<file path="src/sv/osad_pkg.sv">
package osad_pkg;

    localparam int unsigned ByteW     = 8;
    localparam int unsigned IdW       = 64;
    localparam int unsigned FrameW    = 128;
    localparam int unsigned PosW      = 4;
    localparam int unsigned BitIdxW   = 6;
    localparam int unsigned PairsPerB = 4;
    localparam int unsigned FrameBytes = 16;
    localparam int unsigned OutDataW  = 200;

    // last search bit at which a discrepancy was taken toward 0
    typedef struct packed {
        logic               valid;
        logic [BitIdxW-1:0] bit_idx;
    } branch_t;

endpackage

</file>
<file path="src/sv/osad_byte_decode.sv">
module osad_byte_decode (
    input  logic [osad_pkg::PosW-1:0]   pos,
    input  logic [osad_pkg::ByteW-1:0]  rbyte,
    input  logic [osad_pkg::IdW-1:0]    id_in,
    input  logic [osad_pkg::FrameW-1:0] frame_in,
    input  osad_pkg::branch_t           branch_in,
    output logic [osad_pkg::IdW-1:0]    id_out,
    output logic [osad_pkg::FrameW-1:0] frame_out,
    output osad_pkg::branch_t           branch_out
);

    // four (discrepancy, id) pairs per byte; byte at pos covers bits 4*pos..4*pos+3
    always_comb begin
        id_out     = id_in;
        frame_out  = frame_in;
        branch_out = branch_in;
        for (int k = 0; k < osad_pkg::PairsPerB; k++) begin
            // higher pairs override lower ones: keep the highest branch
            if (rbyte[2*k] && !rbyte[2*k+1]) begin
                branch_out.valid   = 1'b1;
                branch_out.bit_idx = {pos, 2'(k)};
            end
        end
        for (int i = 0; i < osad_pkg::FrameBytes; i++) begin
            if (pos == 4'(i)) begin
                for (int k = 0; k < osad_pkg::PairsPerB; k++) begin
                    id_out[4*i+k]              = id_in[4*i+k] | rbyte[2*k+1];
                    frame_out[8*i+2*k+1]       = frame_in[8*i+2*k+1] | rbyte[2*k+1];
                end
            end
        end
    end

endmodule

</file>
<file path="src/sv/osad_frame_finish.sv">
module osad_frame_finish (
    input  logic [osad_pkg::FrameW-1:0] frame_in,
    input  osad_pkg::branch_t           branch,
    output logic [osad_pkg::FrameW-1:0] frame_out
);

    // take the branch the other way: direction bit set, all later pairs cleared
    always_comb begin
        frame_out = frame_in;
        if (branch.valid) begin
            for (int j = 0; j < osad_pkg::IdW; j++) begin
                if (6'(j) > branch.bit_idx) begin
                    frame_out[2*j]   = 1'b0;
                    frame_out[2*j+1] = 1'b0;
                end else if (6'(j) == branch.bit_idx) begin
                    frame_out[2*j+1] = 1'b1;
                end
            end
        end
    end

endmodule

</file>
<file path="src/sv/onewire_search_accel_decoder.sv">
// m_tvalid rises in the cycle after the 16th accepted byte of a pass.
// Throughput: one byte per cycle; a single register stage (the search state
// plus the output register) carries each byte, and a held result stalls input.
// Reset (aresetn low, synchronous): request frame, id, branch record and byte
// position clear to zero, and no result is pending.
module onewire_search_accel_decoder (
    input  logic                             aclk,
    input  logic                             aresetn,
    input  logic                             s_tvalid,
    output logic                             s_tready,
    input  logic [osad_pkg::ByteW-1:0]       s_tdata,  // [7:0] response_byte
    input  logic [0:0]                       s_tuser,  // [0] new_search
    output logic                             m_tvalid,
    input  logic                             m_tready,
    // [63:0] device_id, [127:64] next_frame_low, [191:128] next_frame_high,
    // [192] more_devices, [199:193] zero
    output logic [osad_pkg::OutDataW-1:0]    m_tdata
);

    logic [osad_pkg::FrameW-1:0] frame_reg, frame_next;
    logic [osad_pkg::IdW-1:0]    id_reg, id_next;
    osad_pkg::branch_t           branch_reg, branch_next;
    logic [osad_pkg::PosW-1:0]   pos_reg, pos_next;
    logic                        m_tvalid_reg;
    logic [osad_pkg::OutDataW-1:0] m_tdata_reg;

    logic                        s_xfer;
    logic                        last_byte;
    logic [osad_pkg::FrameW-1:0] frame_base, frame_dec, frame_fin;
    logic [osad_pkg::IdW-1:0]    id_base, id_dec;
    osad_pkg::branch_t           branch_base, branch_dec;
    logic [osad_pkg::PosW-1:0]   pos_base;

    // output register drains or is empty: take the next transaction
    assign s_tready = !m_tvalid_reg || m_tready;
    assign s_xfer   = s_tvalid && s_tready;
    assign m_tvalid = m_tvalid_reg;
    assign m_tdata  = m_tdata_reg;

    // new_search clears state before the byte is applied
    always_comb begin
        if (s_tuser[0]) begin
            frame_base  = '0;
            id_base     = '0;
            branch_base = '0;
            pos_base    = '0;
        end else begin
            frame_base  = frame_reg;
            id_base     = id_reg;
            branch_base = branch_reg;
            pos_base    = pos_reg;
        end
    end

    osad_byte_decode u_decode (
        .pos        (pos_base),
        .rbyte      (s_tdata),
        .id_in      (id_base),
        .frame_in   (frame_base),
        .branch_in  (branch_base),
        .id_out     (id_dec),
        .frame_out  (frame_dec),
        .branch_out (branch_dec)
    );

    osad_frame_finish u_finish (
        .frame_in  (frame_dec),
        .branch    (branch_dec),
        .frame_out (frame_fin)
    );

    assign last_byte = (pos_base == 4'(osad_pkg::FrameBytes - 1));

    // next search state: pass end keeps only the frame
    always_comb begin
        if (last_byte) begin
            frame_next  = frame_fin;
            id_next     = '0;
            branch_next = '0;
            pos_next    = '0;
        end else begin
            frame_next  = frame_dec;
            id_next     = id_dec;
            branch_next = branch_dec;
            pos_next    = pos_base + 4'd1;
        end
    end

    // search state
    always_ff @(posedge aclk) begin
        if (!aresetn) begin
            frame_reg  <= '0;
            id_reg     <= '0;
            branch_reg <= '0;
            pos_reg    <= '0;
        end else if (s_xfer) begin
            frame_reg  <= frame_next;
            id_reg     <= id_next;
            branch_reg <= branch_next;
            pos_reg    <= pos_next;
        end
    end

    // result register
    always_ff @(posedge aclk) begin
        if (!aresetn) begin
            m_tvalid_reg <= 1'b0;
        end else if (s_xfer && last_byte) begin
            m_tvalid_reg <= 1'b1;
        end else if (m_tready) begin
            m_tvalid_reg <= 1'b0;
        end
    end

    always_ff @(posedge aclk) begin
        if (s_xfer && last_byte) begin
            m_tdata_reg <= {7'b0, branch_dec.valid, frame_fin, id_dec};
        end
    end

endmodule

</file>
<file path="config.mk">
export PLATFORM = sky130hd
export DESIGN_NAME = onewire_search_accel_decoder
export DESIGN_NICKNAME = d
export VERILOG_FILES = /design/src/sv/osad_pkg.sv /design/src/sv/osad_byte_decode.sv /design/src/sv/osad_frame_finish.sv /design/src/sv/onewire_search_accel_decoder.sv
export SDC_FILE = /design/constraint.sdc
export NUM_CORES = 1
export LEC_CHECK = 0
export BUFFER_PORTS_ARGS = -buffer_cell sky130_fd_sc_hd__buf_2
export CORE_UTILIZATION = 40
export DETAILED_ROUTE_END_ITERATION = 8
export GPL_TIMING_DRIVEN = 1
export PLACE_DENSITY = 0.67
export SYNTH_ARGS = -nofsm -noshare
export SYNTH_HDL_FRONTEND = slang
export SYNTH_SLANG_ARGS = --single-unit
</file>
<file path="constraint.sdc">
create_clock -name aclk -period 25.8 [get_ports aclk]
set_input_delay 5.16 -clock aclk [delete_from_list [all_inputs] [get_ports aclk]]
set_output_delay 5.16 -clock aclk [all_outputs]
set_load 0.02 [all_outputs]
</file>
# --- Word level (Yosys, flattened, before mapping) ---
# Cells that the tools add are included.
# W data, S select, Z words.
word_totals:
  word_cells: 580
  reg_bits: 397
op_classes:
  n_eq_ne: 78
  mux: 287
  n_bitwise: 128
  reduce_logical: 15
  magnitude_cmp: 64
  addsub: 1
op_table:
  columns: ["operator", "count"]
  rows:
  - ["$mux W128", 3]
  - ["$mux W1", 258]
  - ["$eq A6 B6 Y1 const A", 32]
  - ["$gt A6 B6 Y1 const A", 32]
  - ["$mux W64", 2]
  - ["$or A1 B1 Y1", 128]
  - ["$eq A5 B6 Y1 const A", 16]
  - ["$gt A5 B6 Y1 const A", 16]
  - ["$mux W4", 18]
  - ["$eq A4 B6 Y1 const A", 8]
  - ["$gt A4 B6 Y1 const A", 8]
  - ["$mux W7", 6]
  - ["$eq A4 B4 Y1 const B", 8]
  - ["$eq A3 B6 Y1 const A", 4]
  - ["$gt A3 B6 Y1 const A", 4]
  - ["$eq A4 B3 Y1 const B", 4]
  - ["$eq A2 B6 Y1 const A", 2]
  - ["$gt A1 B6 Y1 const A", 2]
  - ["$gt A2 B6 Y1 const A", 2]
  - ["$eq A4 B2 Y1 const B", 2]
  - ["$eq A1 B6 Y1 const A", 1]
  - ["$logic_and A1 B1 Y1", 6]
  - ["$logic_not A6 Y1", 1]
  - ["$logic_not A1 Y1", 5]
  - ["5 further kinds", 5]

# --- Depth between registers and ports, before layout ---
# Gate-level depths: netlist (run 1).
logic_depth:
  word_depth: 11
  depth_mapped: 11
  ltp_nobuf: 10

# --- Cells and area by module ---
# A second synthesis (run 1) with hierarchy kept.
hier_totals:
  cells_unflattened: 2145
  hier_area_um2: 20737.4
by_module_without_submodules:
  columns: ["module", "cells_each", "seq_area_each_um2", "instances", "area_per_inst_um2"]
  rows:
  - ["onewire_search_accel_decoder", 1516, 9879.5, 1, 16584.7]
  - ["osad_frame_finish", 333, 0.0, 1, 2222.1]
  - ["osad_byte_decode", 296, 0.0, 1, 1930.6]

# --- Worst setup path after synthesis (run 1) ---
# No wires, ideal clock.
synth_path:
  path_kind: "in2reg"
  startpoint: "input s_tuser"
  endpoint: "register m_tdata_reg (netlist bit m_tdata[0]), enable pin"
  arrival_ns: 11.520
  cell_stages: 6
  path_buffers: 2
  setup_time_ns: 0.632
  path_slack_ns: 13.649
  cell_sequence: "nand3b_1 nor2_1 nand2_1 inv_1 clkbuf_1 buf_1"
synth_between:
  elab_chain_len: 3
synth_lines:
  columns: ["element", "line_no", "text"]
  rows:
  - ["start: declaration", "onewire_search_accel_decoder.sv:12", "input logic [0:0] s_tuser,"]
  - ["$mux W4", "onewire_search_accel_decoder.sv:42", "if (s_tuser[0]) begin"]
  - ["$eq A4 B4 Y1", "onewire_search_accel_decoder.sv:72", "assign last_byte = (pos_base == 4'(osad_pkg::FrameBytes - 1));"]
  - ["$logic_and A1 B1 Y1", "onewire_search_accel_decoder.sv:116", "if (s_xfer && last_byte) begin"]
  - ["end signal: assignment", "onewire_search_accel_decoder.sv:117", "m_tdata_reg <= {7'b0, branch_dec.valid, frame_fin, id_dec};"]
  - ["end: declaration", "onewire_search_accel_decoder.sv:25", "logic [osad_pkg::OutDataW-1:0] m_tdata_reg;"]
# No other way between the ends.
# A chain may end at the register's enable or synchronous reset.

# --- Final worst setup path (run 1) ---
layout_path:
  startpoint: "input m_tready"
  endpoint: "output s_tready"
layout_between:
  elab_chain_len: 1
layout_lines:
  columns: ["element", "line_no", "text"]
  rows:
  - ["start: declaration", "onewire_search_accel_decoder.sv:14", "input logic m_tready,"]
  - ["$logic_or A1 B1 Y1", "onewire_search_accel_decoder.sv:35", "assign s_tready = !m_tvalid_reg || m_tready;"]
  - ["end: declaration", "onewire_search_accel_decoder.sv:10", "output logic s_tready,"]
# No other way between the ends.

==> flow_metrics.env, run 1 <==
export IMPL_cts_resized=0
export IMPL_async_flop_share=0
export IMPL_chipHeight_um=210
export IMPL_maxSlewHeadroom=0.113
export IMPL_drc_errors=0
export IMPL_drtIter0Drc=1862
export IMPL_cts_made_buffers=41
export IMPL_hp_start="frame_reg[124]$_SDFFE_PN0P_"
export IMPL_synth_area_per_cell_um2=10.0
export IMPL_tns_ps=0
export IMPL_fin_crit_sh=0.418
export IMPL_rows=75
export IMPL_outcome="complete, no violations"
export IMPL_grt_ovfl_total=0
export IMPL_finalHoldViolations=0
export IMPL_instances_no_fill=2486
export IMPL_finalCriticalPeriod_ps=10780
export IMPL_fin_ws_ps=15020
export IMPL_setup_viol_count_final=0
export IMPL_layout_common_cells="nor2_1 (216), buf_2 (206), dfxtp_1 (204)"
export IMPL_p_per_area_nw_per_um2=67.8
export IMPL_dpl_hpwl_um=41500
export IMPL_ys_types=82
export IMPL_final_antenna_net_count=0
export IMPL_cp_start_kind="input pin"
export IMPL_fin_skew_ps=17.5
export IMPL_final_layout_size_suffix_gt1_frac=0.188
export IMPL_drt_total_wl_um=63300
export IMPL_synthFlopType="dfxtp_1"
export IMPL_io_pins=215
export IMPL_hold_class="flip-flop to flip-flop"
export IMPL_ys_seq_area_frac=0.569
export IMPL_die_x_um=210
export IMPL_grtUsageTotal=0.281
export IMPL_core_area_um2=42400
export IMPL_r2r_slack_ps=21300
export IMPL_drv_cap=0
export IMPL_hold_buffers=0
export IMPL_viasPerCell=6.05
export IMPL_worstRegToRegCells=9
export IMPL_fill_cells=3999
export IMPL_clkSinkCount=397
export IMPL_whs_path_depth=2
export IMPL_path_class="input pin to output port"
export IMPL_synth_edff_count=193
export IMPL_antenna_found_initial=0
export IMPL_start_util=0.409
export IMPL_rsz0062_at_grt="no"
export IMPL_largest_reg_flops=193
export IMPL_ys_ff_latch=397
export IMPL_io_buffers=207
export IMPL_syn2layout_area_growth_pct=16.3
export IMPL_fmax_mhz=92.8
export IMPL_final_common_cell="nor2_1"
export IMPL_nets=1893
export IMPL_grt_max_degree=88
export IMPL_wl_per_cell_um=25.5
export IMPL_first_global_vias=14200
export IMPL_slew_viol_final=0
export IMPL_cts_buffer_depth=3
export IMPL_r2r_start="pos_reg[2]$_SDFFE_PN0P_"
export IMPL_seqCellArea_um2=9880
export IMPL_worstPathMaxFanout=4
export IMPL_worst_pin_slew_ps=1320
export IMPL_diodes=0
export IMPL_drt_pass1_iter_count=6
export IMPL_place_congestion=0.975
export IMPL_path_clk_slew_ps=60
export IMPL_r2r_end="frame_reg[95]$_SDFFE_PN0P_"
export IMPL_cp_required_ps=20640
export IMPL_num_vias=15100
export IMPL_cts_tree="yes"
export IMPL_clock_latency_ps=550
export IMPL_die_area_um2=44200
export IMPL_dp_cells=2413
export IMPL_arrival_ps=5620
export IMPL_clock_tree_root_cell="clkbuf_16"
export IMPL_yosys_warnings=0
export IMPL_multi_input_comb_area_um2=6750
export IMPL_grt_pass1_wl_um=92600
export IMPL_ir_worst_vdd_mv=0.0386
export IMPL_h_tree_depth=2
export IMPL_power_total_uw=1370
export IMPL_min_to="frame_reg[124]$_SDFFE_PN0P_"
export IMPL_leakagePower_uw=0.00752
export IMPL_syn_inst=1732
export IMPL_cts_setup_buffers=0
export IMPL_end_kind="output port"
export IMPL_synthesis_area_um2=17400
export IMPL_post_place_ws_ps=15020
==> per-layer routing <==
layer / track usage / up-vias / wire [µm]
met4: 0.125 / 0 / 2780
li1: - / 6649 / -
met3: 0.0584 / 157 / 6290
met2: 0.431 / 869 / 28400
met5: 0 / - / 0
met1: 0.382 / 7377 / 25800
==> stage by stage <==
step	hold slack [ps]	cell area, µm²	util
after global placement	413	18800	0.444
after CTS	428	20200	0.476
after detailed placement	419	18800	0.444
final	424	20200	0.476
after global routing	435	20200	0.476
after floorplan	407	17400	-
==> kinds of logic (layout without fill, tap and decap cells) <==
logic type / after synthesis / in the layout / synth area share
muxes: 22 / 22 / 0.0136
and+or+nand+nor: 551 / 551 / 0.150
AOI/OAI and AO/OA: 569 / 569 / 0.221
other: 1 / 7 / 0.000216
buffers and inverters: 191 / 362 / 0.0451
DFF: 397 / 397 / 0.569
adders and majority gates: 1 / 1 / 0.000721
==> report_power, final <==
part	total (µW)	switching (µW)	internal (µW)
Sequential	661	2.73	659
Clock	606	249	357
Combinational	101	80.1	20.4
==> final cells by class <==
class | count | share of cell area
Clock inverter | 18 | 0.0110
Tap cell | 577 | 0.0358
Inverter | 50 | 0.00973
Sequential cell | 397 | 0.490
Clock buffer | 55 | 0.0559
Multi-Input combinational cell | 1150 | 0.335
Timing Repair Buffer | 239 | 0.0634
==> worst max path at each step <==
stage | to | start | slack, ps
global placement | s_tready | m_tready | 15030
global route | s_tready | m_tready | 15000
finish | s_tready | m_tready | 15020
floorplan | m_tdata[0]$_DFFE_PP_ | s_tuser | 13650
CTS | s_tready | m_tready | 15020
detailed placement | s_tready | m_tready | 15020
==> critical path, stage by stage <==
cell and delay [ps]:
buf_2 90, nand2b_1 180, buf_2 180
==> Yosys cell counts, drive strengths merged, types with 8 or more instances <==
library cell | instances | area (µm²)
a22oi | 84 | 631
nor3b | 39 | 293
a22o | 33 | 289
nand2b | 15 | 93.8
nor2 | 222 | 843
a221oi | 13 | 120
o21a | 11 | 82.6
a211oi | 10 | 90.1
o31ai | 14 | 115
o21ai | 110 | 554
a21o | 9 | 67.6
nor3 | 21 | 115
o22ai | 18 | 113
dfxtp | 204 | 4080
a21oi | 144 | 728
mux2 | 10 | 113
and2 | 22 | 138
inv | 49 | 184
edfxtp | 193 | 5800
nor2b | 8 | 52.6
nand2 | 154 | 578
a31oi | 32 | 206
clkbuf | 96 | 360
o211a | 17 | 170
nand3 | 13 | 70.1
o2bb2ai | 8 | 70.1
and3 | 25 | 156
mux2i | 12 | 124
buf | 45 | 235
Note: power is estimated with default switching activity, not from simulation.
==> inputs of run 2 (changes only) <==
ABC_AREA = 1   (was unset)
PLACE_DENSITY = 0.69   (was 0.67)
clock period = 9.7 ns   (was 25.8 ns; I/O delays follow)
==> run 2 against run 1 <==
  * Critical path depth grew 9
  * Cell area shrank 0.93%
  * Clock skew grew 3.5 ps
==> flow_metrics.env, run 2 <==
export IMPL_arrival_ps=5680
export IMPL_nets=2134
export IMPL_cp_slowest_cell="buf_4"
export IMPL_slowest_delay_ps=810
export IMPL_fin_skew_ps=21.0
export IMPL_drv_cap=0
export IMPL_clock_latency_ps=570
export IMPL_grt_pass1_wl_um=82200
export IMPL_yosys_warnings=0
export IMPL_min_to="frame_reg[0]$_SDFFE_PN0P_"
export IMPL_syn_inst=1969
export IMPL_crit_buf_inv=6
export IMPL_h_tree_depth=2
export IMPL_first_global_vias=13700
export IMPL_r2r_slack_ps=5970
export IMPL_post_place_ws_ps=3920
export IMPL_viasPerCell=5.49
export IMPL_drtIter0Drc=1809
export IMPL_largest_reg_flops=193
export IMPL_rsz0062_at_grt="no"
export IMPL_drc_errors=0
export IMPL_clkSinkCount=397
export IMPL_layout_common_cells="nand2_1 (590), buf_2 (207), dfxtp_1 (204)"
export IMPL_grtUsageTotal=0.247
export IMPL_outcome="complete, no violations"
export IMPL_synth_top_cell_by_area="edfxtp_1"
export IMPL_yosys_top_cells_area="edfxtp_1 (34%), dfxtp_1 (24%), nand2_1 (13%)"
export IMPL_cts_made_buffers=42
export IMPL_wl_per_cell_um=20.4
export IMPL_cts_resized=0
export IMPL_r2r_start="m_tvalid$_SDFFE_PN0P_"
export IMPL_async_flop_share=0
export IMPL_chipHeight_um=209
export IMPL_ir_worst_vdd_mv=0.139
export IMPL_post_dp_cell_area_um2=18500
export IMPL_hp_start="frame_reg[0]$_SDFFE_PN0P_"
export IMPL_num_vias=14800
export IMPL_path_clk_slew_ps=60
export IMPL_grt_ovfl_total=0
export IMPL_maxSlewHeadroom=0.284
export IMPL_path_class="input pin to flip-flop"
export IMPL_drt_pass1_iter_count=6
export IMPL_io_buffers=207
export IMPL_ys_top_cells_by_count="nand2_1 (591), dfxtp_1 (204), edfxtp_1 (193)"
export IMPL_synthFlopType="dfxtp_1"
export IMPL_cts_buffer_depth=3
export IMPL_hold_class="flip-flop to flip-flop"
export IMPL_synthesis_area_um2=17200
export IMPL_worstPathMaxFanout=80
export IMPL_antenna_found_initial=1
export IMPL_clock_tree_root_cell="clkbuf_16"
export IMPL_final_common_cell="nand2_1"
export IMPL_drt_total_wl_um=55000
export IMPL_worstRegToRegCells=7
export IMPL_start_util=0.408
export IMPL_fin_crit_sh=0.539
export IMPL_ys_types=40
export IMPL_io_pins=215
export IMPL_synth_edff_count=193
export IMPL_core_area_um2=42100
export IMPL_end_kind="flip-flop"
export IMPL_grt_max_degree=176
export IMPL_fin_ws_ps=4470
export IMPL_finalHoldViolations=0
export IMPL_ys_ff_latch=397
export IMPL_setup_viol_count_final=0
export IMPL_syn2layout_area_growth_pct=16.3
export IMPL_p_per_area_nw_per_um2=189
export IMPL_tns_ps=0
export IMPL_hold_buffers=0
export IMPL_die_x_um=209
export IMPL_final_antenna_net_count=0
export IMPL_cp_top_family="buffers and inverters"
export IMPL_dp_cells=2615
export IMPL_finalCriticalPeriod_ps=5230
export IMPL_yosys_area_top_type_share=0.337
export IMPL_place_congestion=0.981
export IMPL_instances_no_fill=2693
export IMPL_die_area_um2=43800
export IMPL_yosysMostFrequentCell="nand2_1"
export IMPL_fmax_mhz=191
export IMPL_final_layout_size_suffix_gt1_frac=0.179
export IMPL_dpl_hpwl_um=35400
export IMPL_ys_seq_area_frac=0.575
export IMPL_cp_required_ps=10150
export IMPL_final_area_um2=20000
export IMPL_synth_area_per_cell_um2=8.73
export IMPL_diodes=0
export IMPL_cts_setup_buffers=0
export IMPL_worst_pin_slew_ps=1070
export IMPL_leakagePower_uw=0.00777
export IMPL_r2r_end="frame_reg[126]$_SDFFE_PN0P_"
export IMPL_cp_start_kind="input pin"
export IMPL_rows=75
export IMPL_slew_viol_final=0
export IMPL_path_cells="buf_2 > inv_4 > nand2_1 > nor2_1 > inv_1 > nor2_4 > inv_2 > nor2_4 > buf_4 > nand2_1 > o211ai_1 > inv_1"
export IMPL_whs_path_depth=2
export IMPL_cts_tree="yes"
run 2: worst max-delay path by stage:
stage | slack [ps] | to | cells after the start | start
after floorplan | 4010 | m_tdata[0]$_DFFE_PP_ | 10 | s_tuser
after global placement | 3990 | frame_reg[124]$_SDFFE_PN0P_ | 12 | s_tuser
after detailed placement | 3920 | frame_reg[124]$_SDFFE_PN0P_ | 12 | s_tuser
after CTS | 4500 | frame_reg[124]$_SDFFE_PN0P_ | 12 | s_tuser
after global routing | 4210 | frame_reg[124]$_SDFFE_PN0P_ | 12 | s_tuser
final | 4470 | frame_reg[124]$_SDFFE_PN0P_ | 12 | s_tuser
run 2: layout make-up:
class	instances	area (µm²)
fillers	3907	22100
flip-flops and latches	397	9880
multi-input cells	1293	6160
clock buffers	59	1230
repair buffers	220	1150
well taps	539	674
inverters	166	631
clock inverters	19	274
run 2: logic make-up (layout without fill, tap and decap cells):
| logic type | count (synthesis) | in the layout | synth area share |
|---|---|---|---|
| adder cells (fa/ha/maj) | 1 | 1 | 0.000728 |
| other | 1 | 7 | 0.000218 |
| flip-flops | 397 | 397 | 0.575 |
| buffers and inverters | 285 | 464 | 0.0695 |
| AO/OA/AOI/OAI | 444 | 444 | 0.145 |
| AND/OR/NAND/NOR | 841 | 841 | 0.210 |
run 2: power by group:
part | leakage [µW] | internal, µW | switching [µW]
combinational | 0.00359 | 43.5 | 225
clock | 0.000731 | 1070 | 679
sequential | 0.00345 | 1750 | 3.40
run 2: per-layer routing:
metal	vias up	part of all wire	track usage
li1	6886	-	-
met1	7061	0.44	0.348
met2	705	0.44	0.367
met3	136	0.083	0.0506
met4	2	0.040	0.106
met5	-	0.00022	0
run 2: worst reg2reg max path: stages (launching register included):
cell	delay, ps
dfxtp_1	310
nand2_1	150
nand2_4	490
inv_1	790
nand2_1	170
nand2_1	490
clkinv_1	760
and3_1	460
run 2: through the flow:
step | power, µW | utilization | hold slack, ps
final | 3770 | 0.475 | 439
after global routing | 3880 | 0.475 | 462
after CTS | 3800 | 0.475 | 438
after detailed placement | 2050 | 0.439 | 430
after global placement | 2050 | 0.439 | 425
after floorplan | 1970 | - | 417
